$ cat config.mk
export PLATFORM = sky130hd
export DESIGN_NAME = gbus_ctrl
export DESIGN_NICKNAME = d
export VERILOG_FILES = /design/src/rtl/core/gbus_pkg.sv /design/src/rtl/core/gbus_ctrl.sv
export SDC_FILE = /design/constraint.sdc
export NUM_CORES = 1
export LEC_CHECK = 0
export ABC_CLOCK_PERIOD_IN_PS = 3200
export BUFFER_PORTS_ARGS = -buffer_cell sky130_fd_sc_hd__buf_2
export CORE_UTILIZATION = 40
export CTS_CLUSTER_DIAMETER = 200
export DETAILED_ROUTE_END_ITERATION = 10
export MAX_ROUTING_LAYER = met4
export PLACE_DENSITY = 0.68
export SYNTH_ARGS = -nofsm -noshare
export SYNTH_HDL_FRONTEND = slang
export SYNTH_SLANG_ARGS = --single-unit
$ cat constraint.sdc
create_clock -name i_clk -period 3.2 [get_ports i_clk]
set_input_delay 0.96 -clock i_clk [delete_from_list [all_inputs] [get_ports i_clk]]
set_output_delay 0.96 -clock i_clk [all_outputs]
set_load 0.01 [all_outputs]
$ cat src/rtl/core/gbus_pkg.sv
// Shared package of the Gaussian blur and unsharp sharpen block: sizes, register
// indexes, mode codes, controller/datapath command and status structs, rounding.
// Depends on nothing.
package gbus_pkg;

    // Frame and ring geometry.
    localparam int MAX_WIDTH  = 2048;
    localparam int COL_W      = 11;
    localparam int ROW_W      = 12;
    localparam int ORIG_ROWS  = 8;
    localparam int BLUR_ROWS  = 15;
    localparam int ORIG_DEPTH = ORIG_ROWS * MAX_WIDTH;
    localparam int BLUR_DEPTH = BLUR_ROWS * MAX_WIDTH;
    localparam int ORIG_AW    = 14;
    localparam int BLUR_AW    = 15;
    localparam logic [3:0] RING_LAST = 4'd14;
    localparam int MAX_RESULTS = 8;

    // Configuration register indexes.
    typedef enum logic [2:0] {
        REG_MODE    = 3'd0,
        REG_WIDTH   = 3'd1,
        REG_HEIGHT  = 3'd2,
        REG_REACH   = 3'd3,
        REG_AMOUNT  = 3'd4,
        REG_W_LOW   = 3'd5,
        REG_W_HIGH  = 3'd6
    } t_reg_idx;

    // Mode codes; every other code passes pixels through.
    localparam logic [1:0] MODE_BLUR    = 2'd1;
    localparam logic [1:0] MODE_SHARPEN = 2'd2;

    // Commands from the controller to the datapath.
    typedef struct packed {
        logic accept;
        logic h_start;
        logic h_issue;
        logic h_write;
        logic v_start;
        logic v_orig;
        logic v_issue;
        logic v_round;
        logic v_mul;
        logic v_final;
        logic push;
    } t_cmd;

    // Status from the datapath to the controller.
    typedef struct packed {
        logic h_pending;
        logic h_more;
        logic tap_last;
        logic reach_zero;
        logic pipe_busy;
        logic ready_more;
        logic pend_valid;
        logic out_free;
    } t_status;

    // Round a tap sum to U4.12, half up, saturated at all ones.
    function automatic logic [15:0] round16(input logic [35:0] sum);
        logic [36:0] t;
        t = {1'b0, sum} + 37'h8000;
        return (|t[36:32]) ? 16'hFFFF : t[31:16];
    endfunction

endpackage

$ cat src/rtl/core/gbus_ctrl.sv
// Controller state machine: sequences the row pass, the column pass and output.
// Depends on gbus_pkg.
module gbus_ctrl (
    input  logic             i_clk,
    input  logic             i_rst_n,
    input  logic             s_tvalid,
    output logic             s_tready,
    input  gbus_pkg::t_status i_status,
    output gbus_pkg::t_cmd   o_cmd
);

    typedef enum logic [12:0] {
        ST_IDLE   = 13'b0000000000001,
        ST_DISP   = 13'b0000000000010,
        ST_HSTART = 13'b0000000000100,
        ST_HTAP   = 13'b0000000001000,
        ST_HWAIT  = 13'b0000000010000,
        ST_HWR    = 13'b0000000100000,
        ST_CHECK  = 13'b0000001000000,
        ST_VORIG  = 13'b0000010000000,
        ST_VTAP   = 13'b0000100000000,
        ST_VWAIT  = 13'b0001000000000,
        ST_VRND   = 13'b0010000000000,
        ST_VMUL   = 13'b0100000000000,
        ST_VFIN   = 13'b1000000000000
    } t_state;

    t_state r_state;
    t_state n_state;

    // Next state and commands.
    always_comb begin
        n_state  = r_state;
        o_cmd    = '0;
        s_tready = 1'b0;
        unique case (r_state)
            ST_IDLE: begin
                s_tready = 1'b1;
                if (s_tvalid) begin
                    o_cmd.accept = 1'b1;
                    n_state = ST_DISP;
                end
            end
            ST_DISP: begin
                n_state = i_status.h_pending ? ST_HSTART : ST_CHECK;
            end
            ST_HSTART: begin
                o_cmd.h_start = 1'b1;
                n_state = ST_HTAP;
            end
            ST_HTAP: begin
                o_cmd.h_issue = 1'b1;
                if (i_status.tap_last) begin
                    n_state = ST_HWAIT;
                end
            end
            ST_HWAIT: begin
                if (!i_status.pipe_busy) begin
                    n_state = ST_HWR;
                end
            end
            ST_HWR: begin
                o_cmd.h_write = 1'b1;
                n_state = i_status.h_more ? ST_HSTART : ST_CHECK;
            end
            ST_CHECK: begin
                // A pending result waits for room in the output register.
                if (!i_status.pend_valid || i_status.out_free) begin
                    o_cmd.push = i_status.pend_valid;
                    if (i_status.ready_more) begin
                        o_cmd.v_start = 1'b1;
                        n_state = ST_VORIG;
                    end else begin
                        n_state = ST_IDLE;
                    end
                end
            end
            ST_VORIG: begin
                o_cmd.v_orig = 1'b1;
                n_state = i_status.reach_zero ? ST_VWAIT : ST_VTAP;
            end
            ST_VTAP: begin
                o_cmd.v_issue = 1'b1;
                if (i_status.tap_last) begin
                    n_state = ST_VWAIT;
                end
            end
            ST_VWAIT: begin
                if (!i_status.pipe_busy) begin
                    n_state = ST_VRND;
                end
            end
            ST_VRND: begin
                o_cmd.v_round = 1'b1;
                n_state = ST_VMUL;
            end
            ST_VMUL: begin
                o_cmd.v_mul = 1'b1;
                n_state = ST_VFIN;
            end
            ST_VFIN: begin
                o_cmd.v_final = 1'b1;
                n_state = ST_CHECK;
            end
            default: begin
                n_state = ST_IDLE;
            end
        endcase
    end

    // State register.
    always_ff @(posedge i_clk) begin
        if (!i_rst_n) begin
            r_state <= ST_IDLE;
        end else begin
            r_state <= n_state;
        end
    end

endmodule

==> summary.txt, run 1 <==
Outcome
  • Status: finished, final reports clean

CTS
  • Clock Tree Root: clkbuf_4
  • # clock sinks: 13
  • CTS tree: yes
  • Setup Buffers After CTS: 0
  • CTS Buffer Depth: 2
  • Hold-fix buffers, CTS: 0
  • H-tree Lvls: 1
  • Clk slew on worst S/H paths: ~0.080 ns
  • Later-pin clock latency in the skew report: ~0.28 ns
  • CTS resizes: 0
  • CTS buffer count: 3

Final layout
  • Final std cells w/o fill: ~170
  • Biggest register: r_state
  • Diode count: 0
  • Fin area: roughly 1100 um2
  • Fraction of layout cells with a size suffix above 1: between 20% and 30%
  • # nets final: 150
  • Regs by FF count: r_state (13)
  • Largest register FFs: 13
  • Commonest non-fill, non-tap cell in the layout: buf_2
  • Area Growth Syn to Fin: 17.7%
  • Most frequent cells in the layout: 22 x buf_2, 19 x nor2_1, 13 x dfxtp_1

STA
  • Period Utilization, post-route: 93.1%
  • Final Skew: approximately 0.0064 ns
  • Slew HR: 69.7%
  • Crit path time final: a little under 3 ns
  • Slew of the pin with the lowest slew margin: around 0.45 ns
  • Finish-stage setup viols: 0
  • Slew Limit Fails: 0
  • Final worst slack: between 0.2 and 0.25 ns
  • Peak Freq: 336 MHz
  • Final Hold Viols: 0
  • RSZ-0062 raised after global routing: true

Synthesis
  • Yosys warnings: 0
  • Count of cell types in the netlist: between 40 and 50
  • Synthesis-stage register bit count: 13
  • Most used DFF post-synth: dfxtp_1
  • Synth Area per Inst: between 7 and 8 um2
  • Cells after Synth: 120
  • Sequential-to-total area share from yosys stat: around 28%
  • Cell area after synthesis: 920 um2
  • EDFF count, synth: 0
  • Post-synth ARST share: 0%
  • Net Count, Synth: between 100 and 150

Routing
  • Number of DRC markers in iteration 0: 35
  • Drt wl/cell: around 14 um
  • Routed vias: 976
  • DR DRC count: 0
  • Drt pass-1 iters: 4
  • Via/cell ratio: 5.92
  • Final wirelength: between 2000 and 2500 um
  • Final ANT Viol Nets: 0

Critical path
  • Worst Path Buf+Inv: 1
  • CP Capture Type: primary output
  • Slowest Stage Delay on Critical Path: 0.46 ns
  • CP required: approximately 2.2 ns
  • FF-to-FF Start: r_state[4]$_SDFFE_PN0P_
  • CP Cell Sequence: nor4_4 -> nand3_2 -> nor4bb_4 -> nand2_1 -> nor2_1 -> buf_2
  • Setup Crit Path Kind: reg2out
  • Crit-path slowest cell: nor4_4
  • Critical Path AT: between 2 and 2.5 ns
  • Worst setup startpoint: r_state[2]$_SDFFE_PN0P_
  • Top delay family on crit path: simple AND/OR/NAND/NOR gates
  • CP startpoint kind: flip-flop
  • Crit-path max FO: 8

GRT
  • Total congestion overflow: 0
  • Tot GR Track Use: a little over a fifth
  • First-pass GRT wire length: about 3800 um
  • Vias in the first global route: between 800 and 900
  • Initial antenna violation count: 0
  • Pin count of the biggest net entering global routing: 10

Placed design
  • RePlAce Congestion: a little over 0.9
  • Hpwl dp: 1770 um
  • Cell Area, Placed: 1030 um2
  • Placed cells: 161
  • Post-place setup slack: 0.400 ns
  • I/O Buffers: 22

Floorplan
  • Die height: ~50 um
  • Die footprint: between 2000 and 2500 um2
  • Die W: 50.0 um
  • FP Rows: 16
  • IO Pins: 23
  • Core area: approximately 2100 um2
  • Initial Util: between 40 and 50%

Min path
  • Hold crit path type: reg2reg
  • Hold path startpoint: r_state[9]$_SDFFE_PN0P_

Power
  • PwrDens: about 390 nW/um2
  • Power Total: between 0.4 and 0.5 mW
  • Leak: about 0.46 nW
  • VDD IR max: 247 uV

Job
  • Maxcap violations: 0
-- cell families after synthesis --
kind of cell / synth area share (%)
muxes: 2.18
buffers and inverters: 6.80
xor gates and xnor gates: 2.86
DFF: 28.3
and+or+nand+nor: 44.8
AOI/OAI and AO/OA: 15.1
-- report_power, final --
group,internal (mW),switching [mW]
Combinational,0.0551,0.0730
Clock,0.0484,0.0540
Sequential,0.168,0.0185
-- cell type report --
| type | instances | area (um2) |
|---|---|---|
| flip-flops and latches | 13 | 260 |
| inverters | 6 | 22.5 |
| repair buffers | 23 | 118 |
| well taps | 27 | 33.8 |
| fillers | 215 | 980 |
| clock buffers | 4 | 26.3 |
| multi-input cells | 92 | 622 |
-- Yosys cell counts, types with 2 or more instances --
master,instances,area [um2]
inv_1,6,22.5
nor2b_1,2,12.5
clkbuf_1,6,22.5
a21oi_1,7,35.0
nand2_1,7,26.3
mux2i_1,2,20.0
or4b_1,4,40.0
nor4b_1,2,17.5
buf_2,2,10.0
and3_1,3,18.8
a32oi_1,2,17.5
dfxtp_1,13,260
nand4b_1,2,17.5
nor4_1,2,12.5
nand3_1,3,15.0
nor3b_1,2,15.0
nor3_1,10,50.1
xor2_1,2,17.5
nor2_1,19,71.3
-- worst reg2reg max path: cells and delay by family, from the launching register on --
family	cells	cell delay (ns)
AO/OA/AOI/OAI	3	0.54
flip-flops	1	0.38
AND/OR/NAND/NOR	3	1.16
-- routing by layer --
| layer | wire (um) | share of wire [%] | global-route usage (%) | vias up |
|---|---|---|---|---|
| met3 | 169 | 7.1 | 5.56 | 6 |
| met4 | 32 | 1.3 | 4.76 | 0 |
| li1 | - | - | - | 477 |
| met2 | 1080 | 45 | 32.7 | 35 |
| met5 | 0 | 0 | - | - |
| met1 | 1100 | 46 | 26.4 | 458 |
-- metrics by stage --
step | setup TNS, ns | hold WS (ns) | utilization (%)
global placement | 0 | 0.573 | 50.0
global route | -0.0307 | 0.633 | 52.5
CTS | 0 | 0.594 | 51.3
floorplan | 0 | 0.535 | -
finish | 0 | 0.595 | 52.5
detailed placement | 0 | 0.577 | 50.0
-- path summary, 6_finish.rpt --
path | endpoint | slack (ns) | cells after the start
worst max register to register | r_state[2]$_SDFFE_PN0P_ | 1.02 | 6
worst min-delay path | r_state[9]$_SDFFE_PN0P_ | 0.60 | 2
worst max-delay path | o_cmd[6] | 0.22 | 6
worst min register to register | r_state[9]$_SDFFE_PN0P_ | 0.60 | 2
Power figures use the tool's default switching activity.
==> run 2, diff against run 1 <==
==> constraint.sdc (replaced) <==
create_clock -name i_clk -period 3.2 [get_ports i_clk]
set_input_delay 0.96 -clock i_clk [delete_from_list [all_inputs] [get_ports i_clk]]
set_output_delay 0.96 -clock i_clk [all_outputs]
set_load 0.05 [all_outputs]
==> summary.txt, run 2 (synthesis results as in run 1) <==
Power
  • Clock share of power: 23.5% (-1.0 points)
  • VDD IR max: 244 uV (-1.6%)
  • Sw frac: 38.5% (+3.6 points)
  • Combinational share of power: 34.8% (+4.1 points)
  • PwrDens: 409 nW/um2 (+6.2%)
  • Pint: 0.276 mW (+1.7%)
  • Sw power: 0.173 mW (+19%)
  • Power Total: 0.449 mW (+7.7%)
  • Leak: 0.471 nW (+2.3%)
  • Share of power burned in registers: 41.7% (-3.1 points)

CTS
  • H-tree Lvls: 1 (unchanged)
  • CTS buffer count: 3 (unchanged)
  • Clk slew on worst S/H paths: 0.08 ns (about the same)
  • Clock Tree Root: clkbuf_4
  • Later-pin clock latency in the skew report: 0.29 ns (about the same)
  • # clock sinks: 13 (unchanged)
  • CTS Buffer Depth: 2 (unchanged)
  • CTS tree: yes

Critical path
  • Setup Crit Path Kind: reg2out
  • Crit-path max FO: 8 (unchanged)
  • Critical Path AT: 2.14 ns (+0.12 ns)
  • CP startpoint kind: flip-flop
  • CP required: 2.24 ns (about the same)
  • CP Capture Type: primary output

Final layout
  • Biggest register: r_state
  • Fin area: 1100 um2 (+1.4%)
  • Fraction of layout cells with a size suffix above 1: 25.7% (+1.1 points)
  • # nets final: 152 (+1.3%)
  • Commonest non-fill, non-tap cell in the layout: buf_2
  • Diode count: 0 (unchanged)
  • Largest register FFs: 13 (unchanged)
  • Most frequent cells in the layout: 22 x buf_2, 19 x nor2_1, 13 x dfxtp_1
  • Layout Utilization: 53.2% (+0.73 points)
  • Area Growth Syn to Fin: 19.3%
  • Regs by FF count: r_state (13)

GRT
  • Vias in the first global route: 931 (+8.4%)
  • Met2 Use GR: 35.1% (+2.5 points)
  • Met3 Track Usage GR: 6.17% (+0.62 points)
  • Total congestion overflow: 0 (unchanged)
  • Pin count of the biggest net entering global routing: 10 (unchanged)
  • Initial antenna violation count: 0 (unchanged)
  • Tot GR Track Use: 22.7% (+1.9 points)
  • Most used routing layer: met2
  • Grt met1 use: 26.3% (-0.087 points)
  • First-pass GRT wire length: 4090 um (+6.5%)

Routing
  • Drt pass-1 iters: 6 (+2)
  • Drt wl/cell: 15.0 um (+3.5%)
  • Number of DRC markers in iteration 0: 43 (+23%)
  • Final wirelength: 2500 um (+4.7%)
  • DR DRC count: 0 (unchanged)
  • Final ANT Viol Nets: 0 (unchanged)
  • Via/cell ratio: 5.88 (-0.59%)
  • Routed vias: 982 (+0.61%)

STA
  • Slew of the pin with the lowest slew margin: 0.445 ns (-0.00589 ns)
  • Final Skew: 0.00278 ns (-0.00366 ns)
  • Setup_tns: 0 ns (unchanged)
  • Slew Limit Fails: 0 (unchanged)
  • Peak Freq: 323 MHz (-3.7%)
  • Final Hold Viols: 0 (unchanged)
  • RSZ-0062 raised after global routing: false
  • Period Utilization, post-route: 96.8% (+3.6 points)
  • Final Hold Slack: 0.587 ns (-0.00806 ns)
  • Crit path time final: 3.10 ns (+0.116 ns)
  • Finish-stage setup viols: 0 (unchanged)
  • Slew HR: 70.1% (+0.40 points)

Min path
  • Hold crit path type: reg2reg

Floorplan
  • Die height: 50.0 um (unchanged)
  • Initial Util: 44.6% (unchanged)
  • Core area: 2060 um2 (unchanged)
  • IO Pins: 23 (unchanged)
  • Die footprint: 2500 um2 (unchanged)
  • Die W: 50.0 um (unchanged)
  • FP Rows: 16 (unchanged)

Outcome
  • Status: finished, final reports clean

Job
  • Maxcap violations: 0 (unchanged)

Placed design
  • RePlAce Congestion: 0.932 (+1.1%)
  • I/O Buffers: 22 (unchanged)
  • Cell Area, Placed: 1040 um2 (+0.73%)
  • Hpwl dp: 1790 um (+0.95%)
run 2: area by class of cell:
| class | count | area, um2 |
|---|---|---|
| clock buffers | 4 | 26.3 |
| fillers | 210 | 965 |
| inverters | 6 | 22.5 |
| multi-input cells | 92 | 622 |
| flip-flops and latches | 13 | 260 |
| well taps | 27 | 33.8 |
| repair buffers | 25 | 133 |
run 2: power groups by stage:
stage          clock network [mW]  registers [mW]  logic, mW
2_1_floorplan                   0           0.173      0.131
3_3_place_gp                    0           0.189      0.144
3_5_place_dp                    0           0.190      0.145
4_1_cts                     0.109           0.186      0.147
5_1_grt                     0.116           0.189      0.170
6_report                    0.106           0.187      0.156
run 2: stage by stage:
step                      setup slack, ns  instances
after floorplan                    0.0621        120
after detailed placement            0.236        162
after global placement              0.327        162
after global routing              0.00628        167
after CTS                          0.0323        166
final                               0.104        167
run 2: path summary, 6_finish.rpt:
check | slack [ns] | from | cells past startpoint | end
hold / removal | 0.59 | r_state[9]$_SDFFE_PN0P_ | 2 | r_state[9]$_SDFFE_PN0P_
hold reg to reg | 0.59 | r_state[9]$_SDFFE_PN0P_ | 2 | r_state[9]$_SDFFE_PN0P_
setup / recovery | 0.10 | r_state[1]$_SDFFE_PN0P_ | 5 | o_cmd[0]
setup reg to reg | 1.01 | r_state[4]$_SDFFE_PN0P_ | 6 | r_state[5]$_SDFFE_PN0P_
run 2: worst max-delay path, stage by stage, from the launching register on:
cell	delay, ns
dfxtp_1	0.42
nor4_4	0.39
nand3_2	0.20
nor4bb_4	0.36
and3_1	0.21
buf_2	0.26
run 2: timing repair:
item | in CTS | in global routing
endpoints found under the setup margin | 2 | 4
pin swaps | 0 | 1
resized for setup | 2 | 2
hold buffers | 0 | 0
cloned | 0 | 0
buffers inserted | 0 | 1
run 2: routing by layer:
layer / routed length (um) / vias to the layer above
met5: 0 / -
met4: 96 / 0
li1: - / 485
met2: 1180 / 35
met3: 139 / 12
met1: 1080 / 450
